==> src/rtl/union_find_maze_wall_removal_top_assert.svh <==
// Assertion macros for the maze wall removal block.
`ifndef UNION_FIND_MAZE_WALL_REMOVAL_TOP_ASSERT_SVH
`define UNION_FIND_MAZE_WALL_REMOVAL_TOP_ASSERT_SVH

// Same-cycle implication, checked out of reset.
`define UFMW_ASSERT_NOW(lbl, ante, cons) \
    lbl: assert property (@(posedge aclk) disable iff (!aresetn) (ante) |-> (cons)) \
        else $error("ufmw check failed");

// Next-cycle implication, checked out of reset.
`define UFMW_ASSERT_NEXT(lbl, ante, cons) \
    lbl: assert property (@(posedge aclk) disable iff (!aresetn) (ante) |=> (cons)) \
        else $error("ufmw check failed");

`endif

==> src/rtl/ufmw_ram.sv <==
// Generic single-write, single-read RAM with registered read data.
`timescale 1ns / 1ps
module ufmw_ram #(
    parameter int WIDTH = 8,
    parameter int DEPTH = 16
) (
    input  logic                     aclk,
    input  logic                     we,
    input  logic [$clog2(DEPTH)-1:0] waddr,
    input  logic [WIDTH-1:0]         wdata,
    input  logic [$clog2(DEPTH)-1:0] raddr,
    output logic [WIDTH-1:0]         rdata
);
    logic [WIDTH-1:0] mem [DEPTH];

    always_ff @(posedge aclk) begin
        if (we) begin
            mem[waddr] <= wdata;
        end
        rdata <= mem[raddr];
    end
endmodule

==> config.mk <==
export PLATFORM = sky130hd
export DESIGN_NAME = ufmw_ram
export DESIGN_NICKNAME = d
export VERILOG_FILES = /design/src/rtl/union_find_maze_wall_removal_top_assert.svh /design/src/rtl/ufmw_ram.sv
export SDC_FILE = /design/constraint.sdc
export NUM_CORES = 1
export LEC_CHECK = 0
export BUFFER_PORTS_ARGS = -buffer_cell sky130_fd_sc_hd__buf_2
export CAP_MARGIN = 15
export CORE_MARGIN = 1.5
export CORE_UTILIZATION = 55
export CTS_BUF_LIST = sky130_fd_sc_hd__clkbuf_2 sky130_fd_sc_hd__clkbuf_4 sky130_fd_sc_hd__clkbuf_8
export CTS_CLUSTER_SIZE = 12
export DETAILED_ROUTE_END_ITERATION = 10
export PLACE_DENSITY = 0.81
export SYNTH_ARGS = -nofsm -noshare
export SYNTH_HDL_FRONTEND = slang
export SYNTH_SLANG_ARGS = --single-unit
export TNS_END_PERCENT = 100
==> constraint.sdc <==
create_clock -name aclk -period 2.3 [get_ports aclk]
set_clock_uncertainty 0.2 [all_clocks]
set_input_delay 0.46 -clock aclk [delete_from_list [all_inputs] [get_ports aclk]]
set_output_delay 0.46 -clock aclk [all_outputs]
set_load 0.01 [all_outputs]
# ---- Yosys cells after proc, flatten, opt, wreduce, memory -nomap -nowiden
# Memory sizes are Yosys's and may differ from the RTL's. A register that Yosys moved wholly into a read port is not among the register bits.
# Index checks and enable logic that the tools add are counted.
dict set report totals {
  register_bits 0
  ram_bits 128
  inputBits 18
  word_cells 3
  memories 1
}
dict set report op_classes {
  mux 2
}
# name words word_bits read_ports rd_ports_with_merged_regs wr line
set memory_table {}
lappend memory_table {mem 16 8 1 1 1 ufmw_ram.sv:14} ;# logic [WIDTH-1:0] mem [DEPTH];
# operator n
set op_table {}
lappend op_table {{$mux 1} 2}

# ---- Depth between registers and ports, before layout
dict set report depth {
  ltp_word 2
  ltp_mapped 5
  mapped_depth_nobuf 3
}

# ---- Worst setup path before layout
# OpenSTA, ideal clock, no wires.
dict set report synth_timing {
  path_type {input port to flip-flop}
  startpoint {input port waddr[2]}
  endpoint {memory mem[0][0] (enable)}
  setup_time_ps 383
  arrival_ps 1570
  required_ps 1717
  path_slack_ps 147
  path_stages 2
  n_path_buf 0
  path_cell_list {or3b_2 nor3_1}
}
# element line
set synth_rtl {}
lappend synth_rtl {{from (decl)} ufmw_ram.sv:9} ;# input logic [$clog2(DEPTH)-1:0] waddr,
lappend synth_rtl {{to (decl)} ufmw_ram.sv:14}
# Straight into the memory's write port.

# ---- Worst setup path in the final report
dict set report layout_timing {
  startpoint {register rdata[5], read port of mem}
  endpoint {output port rdata[5]}
}
# element line
set layout_rtl {}
lappend layout_rtl {{from (decl)} ufmw_ram.sv:12} ;# output logic [WIDTH-1:0] rdata
# No word-level cell between the ends.

==> run_results.csv <==
group,metric,value,unit
run_status,status,"finished clean",
clocking,cts_tree,"done",
clocking,cts_max_level,4,
finish,antenna_cells,0,
worst_setup_path,crit_type,"flop to output pin",
clocking,post-cts-setup-buffers,0,
clocking,ctsHoldBuffers,0,
power,netSwitchingPower,1.06,mW
placed_design,io_buffers,25,
yosys,synth_seq_area_share,77.8,%
timing,tns,0,ps
floorplan,dieArea,9950,sq um
timing,setup_violations,0,
drt,firstDrtPassIters,4,
drt,detail-route-antenna-nets,0,
placed_design,dp_cells,376,
yosys,synthCells,229,
floorplan,start_util,56.2,%
timing,slew_headroom,71.8,%
global_routing,grt_use_total,20.6,%
power,comb_power_share,5.3,%
yosys,syn_area_per_cell,22.5,sq um
finish,utilization,64.3,%
clocking,clk_latency,430,ps
worst_setup_path,cp_slowest_cell,"dfxtp_1",
yosys,ys_types,19,
power,p_seq_share,57.9,%
run,maxCapViolations,0,
floorplan,core,9150,sq um
clocking,ctsResizeCount,0,
drt,routed_wl,8910,um
timing,slew_violations,0,
worst_setup_path,cp_num_buf_inv,1,
clocking,root_buffer,"clkbuf_8",
clocking,clk_path_buf_depth,2,
clocking,clkSlewWorstSetupHoldPaths,80,ps
timing,hold_viol_final,0,
floorplan,std_cell_rows,35,
finish,final_area,5890,sq um
worst_setup_path,critPathMaxStageDelay,370,ps
global_routing,grt_pass1_vias,2542,
clocking,cts_made_buffers,17,
floorplan,fp.dieH,99.7,um
yosys,syn_area,5150,sq um
worst_setup_path,crit_chain,"buf_2",
worst_setup_path,startpoint_type,"flop",
global_routing,grt_pass1_wl,14100,um
power,pwr-share-clk,36.7,%
power,swShare,22.0,%
global_routing,grt_max_degree,33,
power,p_leak,1.99,nW
floorplan,io_pins,26,
timing,post-route-period-util,69.5,%
timing,period_needed,1600,ps
drt,viasPerCell,5.92,
placed_design,dpl_worst_slack,246,ps
worst_setup_path,cpLargestDelayFamily,"flip-flops",
power,p_per_area,816,nW/um^2
drt,wl_per_cell,21.8,um
worst_hold_path,hold_path_class,"primary input to flop",
timing,timing.fmax,626,MHz
power,vdd_ir_drop_max,0.393,mV
worst_setup_path,worstPathRequired,1640,ps
placed_design,gp_congestion,0.735,
floorplan,die_w,99.7,um
power,p_int,3.75,mW
finish,areaGrowthSynthToFinish,14.4,%
placed_design,hpwl,5780,um
power,power,4.81,mW
finish,drive_above_1_share,32.3,%
yosys,ys_warn_count,0,
finish,nets,302,
timing,fin_ws,702,ps
finish,fillers,598,
drt,drcViolationCount,0,
timing,fin_hold_ws,202,ps
drt,drt_iter0_markers,156,
timing,grt_setup_unrepaired,"no",
worst_setup_path,crit_arrival,940,ps
global_routing,antenna_found_initial,0,
worst_setup_path,cp-end-kind,"output pin",
timing,worstMarginPinSlew,423,ps
finish,most-common-layout-cells,"edfxtp_1 (128), buf_2 (25), mux4_2 (18), buf_4 (18), clkbuf_8 (17)",
worst_setup_path,path_max_fanout,1,
finish,layout_commonest_cell,"edfxtp_1",
clocking,cts_sinks,136,
drt,vias,2414,
placed_design,place_area,5520,sq um
finish,fin_cells,408,
global_routing,overflow,0,
yosys,synth_fp_nets,247,
yosys,ys_ff_latch,136,
## per-layer routing
metal  vias up  track usage, %  wire (um)
li1       1083               -          -
met2        99            30.6       4550
met4         0            9.21         96
met3         9            5.20        665
met5         -               0          0
met1      1223            29.2       3600
## worst paths after layout
kind / startpoint / to / slack, ps / cells past startpoint
min: wdata[7] / mem[4][7] / 200 / 1
max: rdata[5] / rdata[5] / 700 / 1
max reg2reg: mem[10][3] / rdata[3] / 770 / 3
min reg2reg: mem[7][5] / rdata[5] / 480 / 3
## sequential cells by signal, summed over array words and instances (netlist names)
name	flops
mem	128
rdata	8
## cell families after synthesis
kind of cell | count (synthesis) | synth area share (%)
DFF | 136 | 77.8
and+or+nand+nor | 35 | 3.18
buffers and inverters | 10 | 1.68
muxes | 32 | 15.0
AOI/OAI and AO/OA | 16 | 2.33
## power by group through the flow
stage	Sequential [mW]	Combinational, mW	Clock, mW
6_report	2.79	0.256	1.77
5_1_grt	2.79	0.281	1.89
3_3_place_gp	2.84	0.253	0
2_1_floorplan	2.84	0.141	0
4_1_cts	2.79	0.260	1.80
3_5_place_dp	2.84	0.260	0
## Yosys cell counts
| cell | instances | area, sq um |
|---|---|---|
| nor3_1 | 4 | 20.0 |
| dfxtp_1 | 8 | 160 |
| nor2_1 | 13 | 48.8 |
| and2_1 | 1 | 6.26 |
| edfxtp_1 | 128 | 3840 |
| nor2b_1 | 1 | 6.26 |
| nand3b_1 | 2 | 15.0 |
| mux4_2 | 18 | 405 |
| buf_6 | 3 | 33.8 |
| nand2_1 | 9 | 33.8 |
| nand2b_1 | 2 | 12.5 |
| nand3_1 | 1 | 5.00 |
| or3b_2 | 1 | 8.76 |
| and2b_1 | 1 | 7.51 |
| clkdlybuf4s25_2 | 3 | 30.0 |
| mux4_1 | 14 | 368 |
| a22oi_1 | 16 | 120 |
| buf_2 | 3 | 15.0 |
| buf_4 | 1 | 7.51 |
## final cells by class
cell class | count | area (sq um) | area share, %
clock inverter | 14 | 128 | 2.17
multi-input combinational | 83 | 1060 | 18.0
tap | 111 | 139 | 2.36
timing repair buffer | 46 | 320 | 5.44
sequential | 136 | 4000 | 68.0
clock buffer | 18 | 241 | 4.10
Power figures use the tool's default switching activity.
