==> src/rtl/union_find_maze_wall_removal_top_assert.svh <==
// Assertion macros for the maze wall removal block.
`ifndef UNION_FIND_MAZE_WALL_REMOVAL_TOP_ASSERT_SVH
`define UNION_FIND_MAZE_WALL_REMOVAL_TOP_ASSERT_SVH

// Same-cycle implication, checked out of reset.
`define UFMW_ASSERT_NOW(lbl, ante, cons) \
    lbl: assert property (@(posedge aclk) disable iff (!aresetn) (ante) |-> (cons)) \
        else $error("ufmw check failed");

// Next-cycle implication, checked out of reset.
`define UFMW_ASSERT_NEXT(lbl, ante, cons) \
    lbl: assert property (@(posedge aclk) disable iff (!aresetn) (ante) |=> (cons)) \
        else $error("ufmw check failed");

`endif

==> src/rtl/ufmw_pkg.sv <==
// Shared types and constants for the maze wall removal block.
`timescale 1ns / 1ps
package ufmw_pkg;
    localparam int MAX_SIDE = 32;
    localparam int CELL_MAX = MAX_SIDE * MAX_SIDE;
    localparam int WALL_MAX = 2 * CELL_MAX;
    localparam int CELL_W   = $clog2(CELL_MAX);
    localparam int WALL_W   = $clog2(WALL_MAX);

    localparam logic CMD_START = 1'b0;
    localparam logic CMD_STEP  = 1'b1;

    localparam logic SIDE_DOWN  = 1'b0;
    localparam logic SIDE_RIGHT = 1'b1;

    localparam logic [1:0] REG_ROWS    = 2'd0;
    localparam logic [1:0] REG_COLUMNS = 2'd1;
    localparam logic [1:0] REG_PERFECT = 2'd2;

    typedef struct packed {
        logic        cmd;
        logic [31:0] random_word;
    } in_word_t;

    typedef struct packed {
        logic [4:0]  cell_row;
        logic [4:0]  cell_column;
        logic        wall_side;
        logic        wall_opened;
        logic        sets_merged;
        logic        finished;
        logic [10:0] remaining_sets;
    } out_word_t;

    typedef struct packed {
        logic        start;
        logic [31:0] dividend;
        logic [10:0] divisor;
    } div_req_t;

    typedef struct packed {
        logic        done;
        logic [31:0] quotient;
        logic [10:0] remainder;
    } div_rsp_t;
endpackage

==> src/rtl/ufmw_div.sv <==
// Restoring divider, one quotient bit per cycle.
`timescale 1ns / 1ps
module ufmw_div
    import ufmw_pkg::*;
(
    input  logic     aclk,
    input  logic     aresetn,
    input  div_req_t req,
    output div_rsp_t rsp
);
    logic        busy_reg, busy_next;
    logic        done_reg, done_next;
    logic [4:0]  cnt_reg, cnt_next;
    logic [31:0] q_reg, q_next;
    logic [10:0] r_reg, r_next;
    logic [10:0] d_reg, d_next;
    logic [11:0] trial;
    logic [11:0] diff;

    assign trial = {r_reg, q_reg[31]};
    assign diff  = trial - {1'b0, d_reg};

    always_comb begin
        busy_next = busy_reg;
        done_next = 1'b0;
        cnt_next  = cnt_reg;
        q_next    = q_reg;
        r_next    = r_reg;
        d_next    = d_reg;
        if (req.start) begin
            busy_next = 1'b1;
            cnt_next  = 5'd0;
            q_next    = req.dividend;
            r_next    = 11'd0;
            d_next    = req.divisor;
        end else if (busy_reg) begin
            if (trial >= {1'b0, d_reg}) begin
                r_next = diff[10:0];
                q_next = {q_reg[30:0], 1'b1};
            end else begin
                r_next = trial[10:0];
                q_next = {q_reg[30:0], 1'b0};
            end
            cnt_next = cnt_reg + 5'd1;
            if (cnt_reg == 5'd31) begin
                busy_next = 1'b0;
                done_next = 1'b1;
            end
        end
    end

    always_ff @(posedge aclk) begin
        if (!aresetn) begin
            busy_reg <= 1'b0;
            done_reg <= 1'b0;
            cnt_reg  <= 5'd0;
        end else begin
            busy_reg <= busy_next;
            done_reg <= done_next;
            cnt_reg  <= cnt_next;
        end
        q_reg <= q_next;
        r_reg <= r_next;
        d_reg <= d_next;
    end

    assign rsp.done      = done_reg;
    assign rsp.quotient  = q_reg;
    assign rsp.remainder = r_reg;
endmodule

==> config.mk <==
export PLATFORM = sky130hd
export DESIGN_NAME = ufmw_div
export DESIGN_NICKNAME = d
export VERILOG_FILES = /design/src/rtl/union_find_maze_wall_removal_top_assert.svh /design/src/rtl/ufmw_pkg.sv /design/src/rtl/ufmw_div.sv
export SDC_FILE = /design/constraint.sdc
export NUM_CORES = 1
export LEC_CHECK = 0
export BUFFER_PORTS_ARGS = -buffer_cell sky130_fd_sc_hd__buf_2
export CAP_MARGIN = 0
export CORE_MARGIN = 4
export CORE_UTILIZATION = 56
export DETAILED_ROUTE_END_ITERATION = 8
export GPL_ROUTABILITY_DRIVEN = 0
export GPL_TIMING_DRIVEN = 0
export PLACE_DENSITY = 0.9
export SETUP_SLACK_MARGIN = 0.5
export SLEW_MARGIN = 20
export SYNTH_ARGS = -nofsm -noshare
export SYNTH_HDL_FRONTEND = slang
export SYNTH_SLANG_ARGS = --single-unit
==> constraint.sdc <==
create_clock -name aclk -period 6.25 [get_ports aclk]
set_input_delay 0.625 -clock aclk [delete_from_list [all_inputs] [get_ports aclk]]
set_output_delay 0.625 -clock aclk [all_outputs]
set_load 0.005 [all_outputs]
* Word level (Yosys, flattened, before mapping) *
Index checks and enable logic that the tools add are counted.

cells by class
  add/sub/neg operators = 2
  $lt $le $gt $ge = 1
  equality and inequality tests = 1
  multiplexer cells = 8
  bitwise logic cells = 2
  reductions and logical operators = 3

operator list
  cell                                                            number
  32-bit 2-to-1 mux                                               2
  12-bit by 11-bit >= comparator with 1-bit output                1
  11-bit 2-to-1 mux                                               1
  11-bit subtractor                                               1
  5-bit by 1-bit adder with 5-bit output (second input constant)  1
  5-bit equality test (second input constant)                     1
  1-bit 2-to-1 mux                                                5
  3-bit OR reduction                                              1
  1-bit inverter                                                  2
  2-bit nonzero test                                              1
  2-bit OR reduction                                              1

word-level totals
  register bits = 61
  bits of input ports = 46
  output and inout bits = 44
  word-level logic and storage cells = 23

* Longest topological paths before layout *
  word-level depth = 4
  mapped depth = 10
  gate-level depth less buffers = 9

* Worst setup path after synthesis *
OpenSTA, ideal clock, no wires.

  path kind = reg2reg
  from = register q_reg[31]
  to = register r_reg[0]
  library setup time = 0.079 ns
  arrival = 2.143 ns
  data required time = 6.171 ns
  path slack = 4.028 ns
  stages on the path, launching flop included = 10
  buffers on the path = 0
  path through = edfxtp_1 > inv_1 > ha_1 > fa_1 > nor2b_1 > o31a_1 > o21ai_2 > o21ai_2 > mux2_4 > a211oi_2

on the way
  longest elaborated chain between the ends = 2
  elaborated cells on any way between the ends = 3
  those cells by class = 1 x add/sub; 1 x order compare; 1 x mux

RTL lines
  what                                                                                          line                            source
  start: declaration                                                                            ufmw_div.sv:14                  logic [31:0] q_reg, q_next;
  start signal: assignment                                                                      ufmw_div.sv:62                  q_reg <= q_next;
  11-bit subtractor / 12-bit by 11-bit >= comparator with 1-bit output (equally long branches)  ufmw_div.sv:21, ufmw_div.sv:37
  11-bit 2-to-1 mux (*)                                                                         ufmw_div.sv:37                  if (trial >= {1'b0, d_reg}) begin
  end signal: assignment                                                                        ufmw_div.sv:63                  r_reg <= r_next;
  end: declaration                                                                              ufmw_div.sv:15                  logic [10:0] r_reg, r_next;

Mark *: on every way between the ends. The rest lies on a longest branch, timed or not.
A chain may end at the register's enable or synchronous reset.

* Worst setup path in the final report *
  from = input port req[43] in the netlist's numbering
  to = register q_reg[21] (enable)

on the way
  longest elaborated chain between the ends = 1

RTL lines
  what                          line           source
  start: declaration            ufmw_div.sv:8  input div_req_t req,
  2-bit nonzero test (no line)  n/a

No other way between the ends.

==> impl_metrics.ini <==
[status]
status = finished, final reports clean

[placed_design]
dp_hpwl_mm = 5.19
dp_slack_ns = 3.32
port_buffers = 89
dp.cells = 404

[clocking]
clk_path_buf_depth = 2
cts_sinks = 61
cts_hold_buf = 0
path_clk_slew_ns = 0.07
htreeDepth = 3
root_buffer = clkbuf_8
cts_resized = 0
clkLatencyLatePin_ns = 0.34
cts_setup_buffers = 0
cts_made_buffers = 9
cts_tree = done

[layout]
diodes = 0
stdcell_count = 419
largest_register_ffs = 32
seq_area_um2 = 1650
drive_gt1_share_pct = 41.5
multi_input_area_um2 = 1310
area_growth_syn_to_layout_pct = 22.6
nets = 405
fillers = 366

[synth]
postSynthAreaPerCell_um2 = 12.5
synth-seq-area-share_pct = 53.9
ys_warn_count = 0
syn-cell-area_um2 = 3070
synth_cells = 245
synthDistinctLibCells = 49
synth_nets = 305
synth_flop_cell = edfxtp_1
synthTopCellsByArea = edfxtp_1, dfxtp_1, mux2_2
synth-edff-count = 43
netlist.top_cell.by_area = edfxtp_1
async_flop_share_pct = 0
ys_ff_latch = 61
netlist.area_leader.share_pct = 42.1

[setup_path]
critPathMaxStageDelay_ns = 0.68
r2r_setup_slack_ns = 3.71
timing.rr.end = r_reg[9]
cp.required_ns = 6.21
cp_top_family = buffers and inverters
cp_max_fo = 32
path_cells = buf_2 > clkbuf_1 > buf_1 > or2_2
worstReg2RegStart = q_reg[31]
critPathLaunchType = input pin
path_buf_inv = 3
worstSetupPathType = input pin to flop
crit_arrival_ns = 2.53
worstSetupEndpointType = flop
cpMaxStageDelayCell = or2_2
reg2reg_depth = 10

[floorplan]
dieHeight_um = 82
die_area_um2 = 6720
num_io_pins = 90
initial_core_util_pct = 58.9
rows = 26
core_um2 = 5200
die_w_um = 82

[drt]
m1WireLength_mm = 2.68
drc = 0
wl_met2_mm = 3.42
avgViaCountPerCell = 5.55
drtPass1Iterations = 4
met3_length_um = 614
vias = 2327
routed_wirelength_mm = 6.87
ant_nets = 0
top_layer_used = met4
wire_per_inst_um = 16.4
drt-initial-drc-count = 130

[run]
cap_violations = 0

[timing]
rsz0062_at_grt = false
fmax_mhz = 390
maxSlewViolCount = 0
min_period_ns = 2.57
whs_ns = 0.462
hold_viol_final = 0
finClkSkew_ns = 0.0157
post-route-period-util_pct = 41.1
finalSetupViolations = 0
worst_pin_slew_ns = 0.720
setup_ws_ns = 3.68
setup_tns_ns = 0
max-slew-margin-rel_pct = 52.0

[global_route]
grt_pass1_wl_mm = 11.1
grt.overflow.total = 0
grt_usage_pct = 22.4
grt_pass1_vias = 2399
grt_start_max_net_pins = 33
antenna_found_initial = 0

[hold_path]
hp-start = req[9]
hold_class = input pin to flop
hold_end = d_reg[9]
whs_path_depth = 1

[pwr]
powerDensity_nw_per_um2 = 270
vdd_ir_drop_max_mv = 0.194
p_leak_nw = 1.60
kinds of logic (layout without fill, tap and decap cells):
family,after synthesis,after routing,synth area share [%]
fa+ha+maj,14,14,5.96
flops,61,61,53.9
xor+xnor,8,8,2.28
compound gates,39,39,9.22
simple gates,57,57,10.4
mux,41,41,14.9
buf+inv,25,129,3.43
cells in the mapped netlist (all sizes together) (2+ instances only):
cell type and n:
mux2 33, o21ai 11, a311oi 2, nand2b 5
mux2i 8, ha 13, buf 4, a21oi 4
inv 14, o21a 3, nand4 2, xor2 2
dfxtp 18, nor2b 3, edfxtp 43, nand3 4
o211ai 2, nor4bb 2, xnor2 6, o31a 2
nor2 22, nand2 8, a211oi 8, or3 2
o22ai 2, clkbuf 6
cell type report:
cell class	instances	share of cell area, %
timing repair buffer	89	11.8
multi-input combinational	159	34.8
clock buffer	12	3.86
clock inverter	3	0.399
tap	70	2.33
inverter	15	1.50
sequential	61	43.9
buffer	10	1.30
power breakdown:
| part | leakage, nW | switching, mW | total (mW) | internal [mW] |
|---|---|---|---|---|
| logic | 0.945 | 0.115 | 0.223 | 0.108 |
| clock network | 0.0775 | 0.144 | 0.294 | 0.150 |
| registers | 0.577 | 0.0229 | 0.500 | 0.477 |
routing by layer:
metal  vias up  GRT usage (%)
met1      1112           24.5
met5         -              0
met3        12           8.77
met4         0           9.97
met2        91           38.2
li1       1112              -
per-stage QoR:
step / cell area (µm²) / power (mW) / utilization (%)
final: 3760 / 1.02 / 72.2
after floorplan: 3070 / 0.650 / -
after CTS: 3760 / 1.02 / 72.2
after global placement: 3600 / 0.718 / 69.2
after detailed placement: 3600 / 0.730 / 69.2
after global routing: 3760 / 1.07 / 72.2
placed cells by master (no fill, tap or decap), drive strengths merged, types with 2 or more instances in the layout:
cell,Yosys,final
nor2b,3,3
a211oi,8,8
a311oi,2,2
o22ai,2,2
o21ai,11,11
o211ai,2,2
nand2,8,8
o21a,3,3
a21oi,4,4
xnor2,6,6
xor2,2,2
o31a,2,2
mux2,33,33
or3,2,2
inv,14,14
nand4,2,2
nor2,22,22
edfxtp,43,43
nand3,4,4
dfxtp,18,18
nor4bb,2,2
buf,4,93
nand2b,5,5
ha,13,13
clkbuf,6,18
mux2i,8,8
clkinv,1,3
worst register-to-register path: cells and delay by family (launching register included):
| family | cells | cell delay [ns] |
|---|---|---|
| buffers and inverters | 2 | 0.27 |
| and+or+nand+nor | 1 | 0.16 |
| DFF | 1 | 0.36 |
| adders and majority gates | 2 | 0.64 |
| AOI/OAI and AO/OA | 5 | 1.00 |
how the worst max path moves through the flow:
stage | end | startpoint | slack [ns] | cells past startpoint
after floorplan | r_reg[0] | q_reg[31] | 4.03 | 9
after global placement | q_reg[6] | req[43] | 3.36 | 4
after detailed placement | q_reg[4] | req[43] | 3.32 | 4
after CTS | q_reg[19] | req[43] | 3.67 | 4
after global routing | r_reg[9] | q_reg[31] | 3.47 | 10
final | q_reg[21] | req[43] | 3.68 | 4
Power figures use the tool's default switching activity.
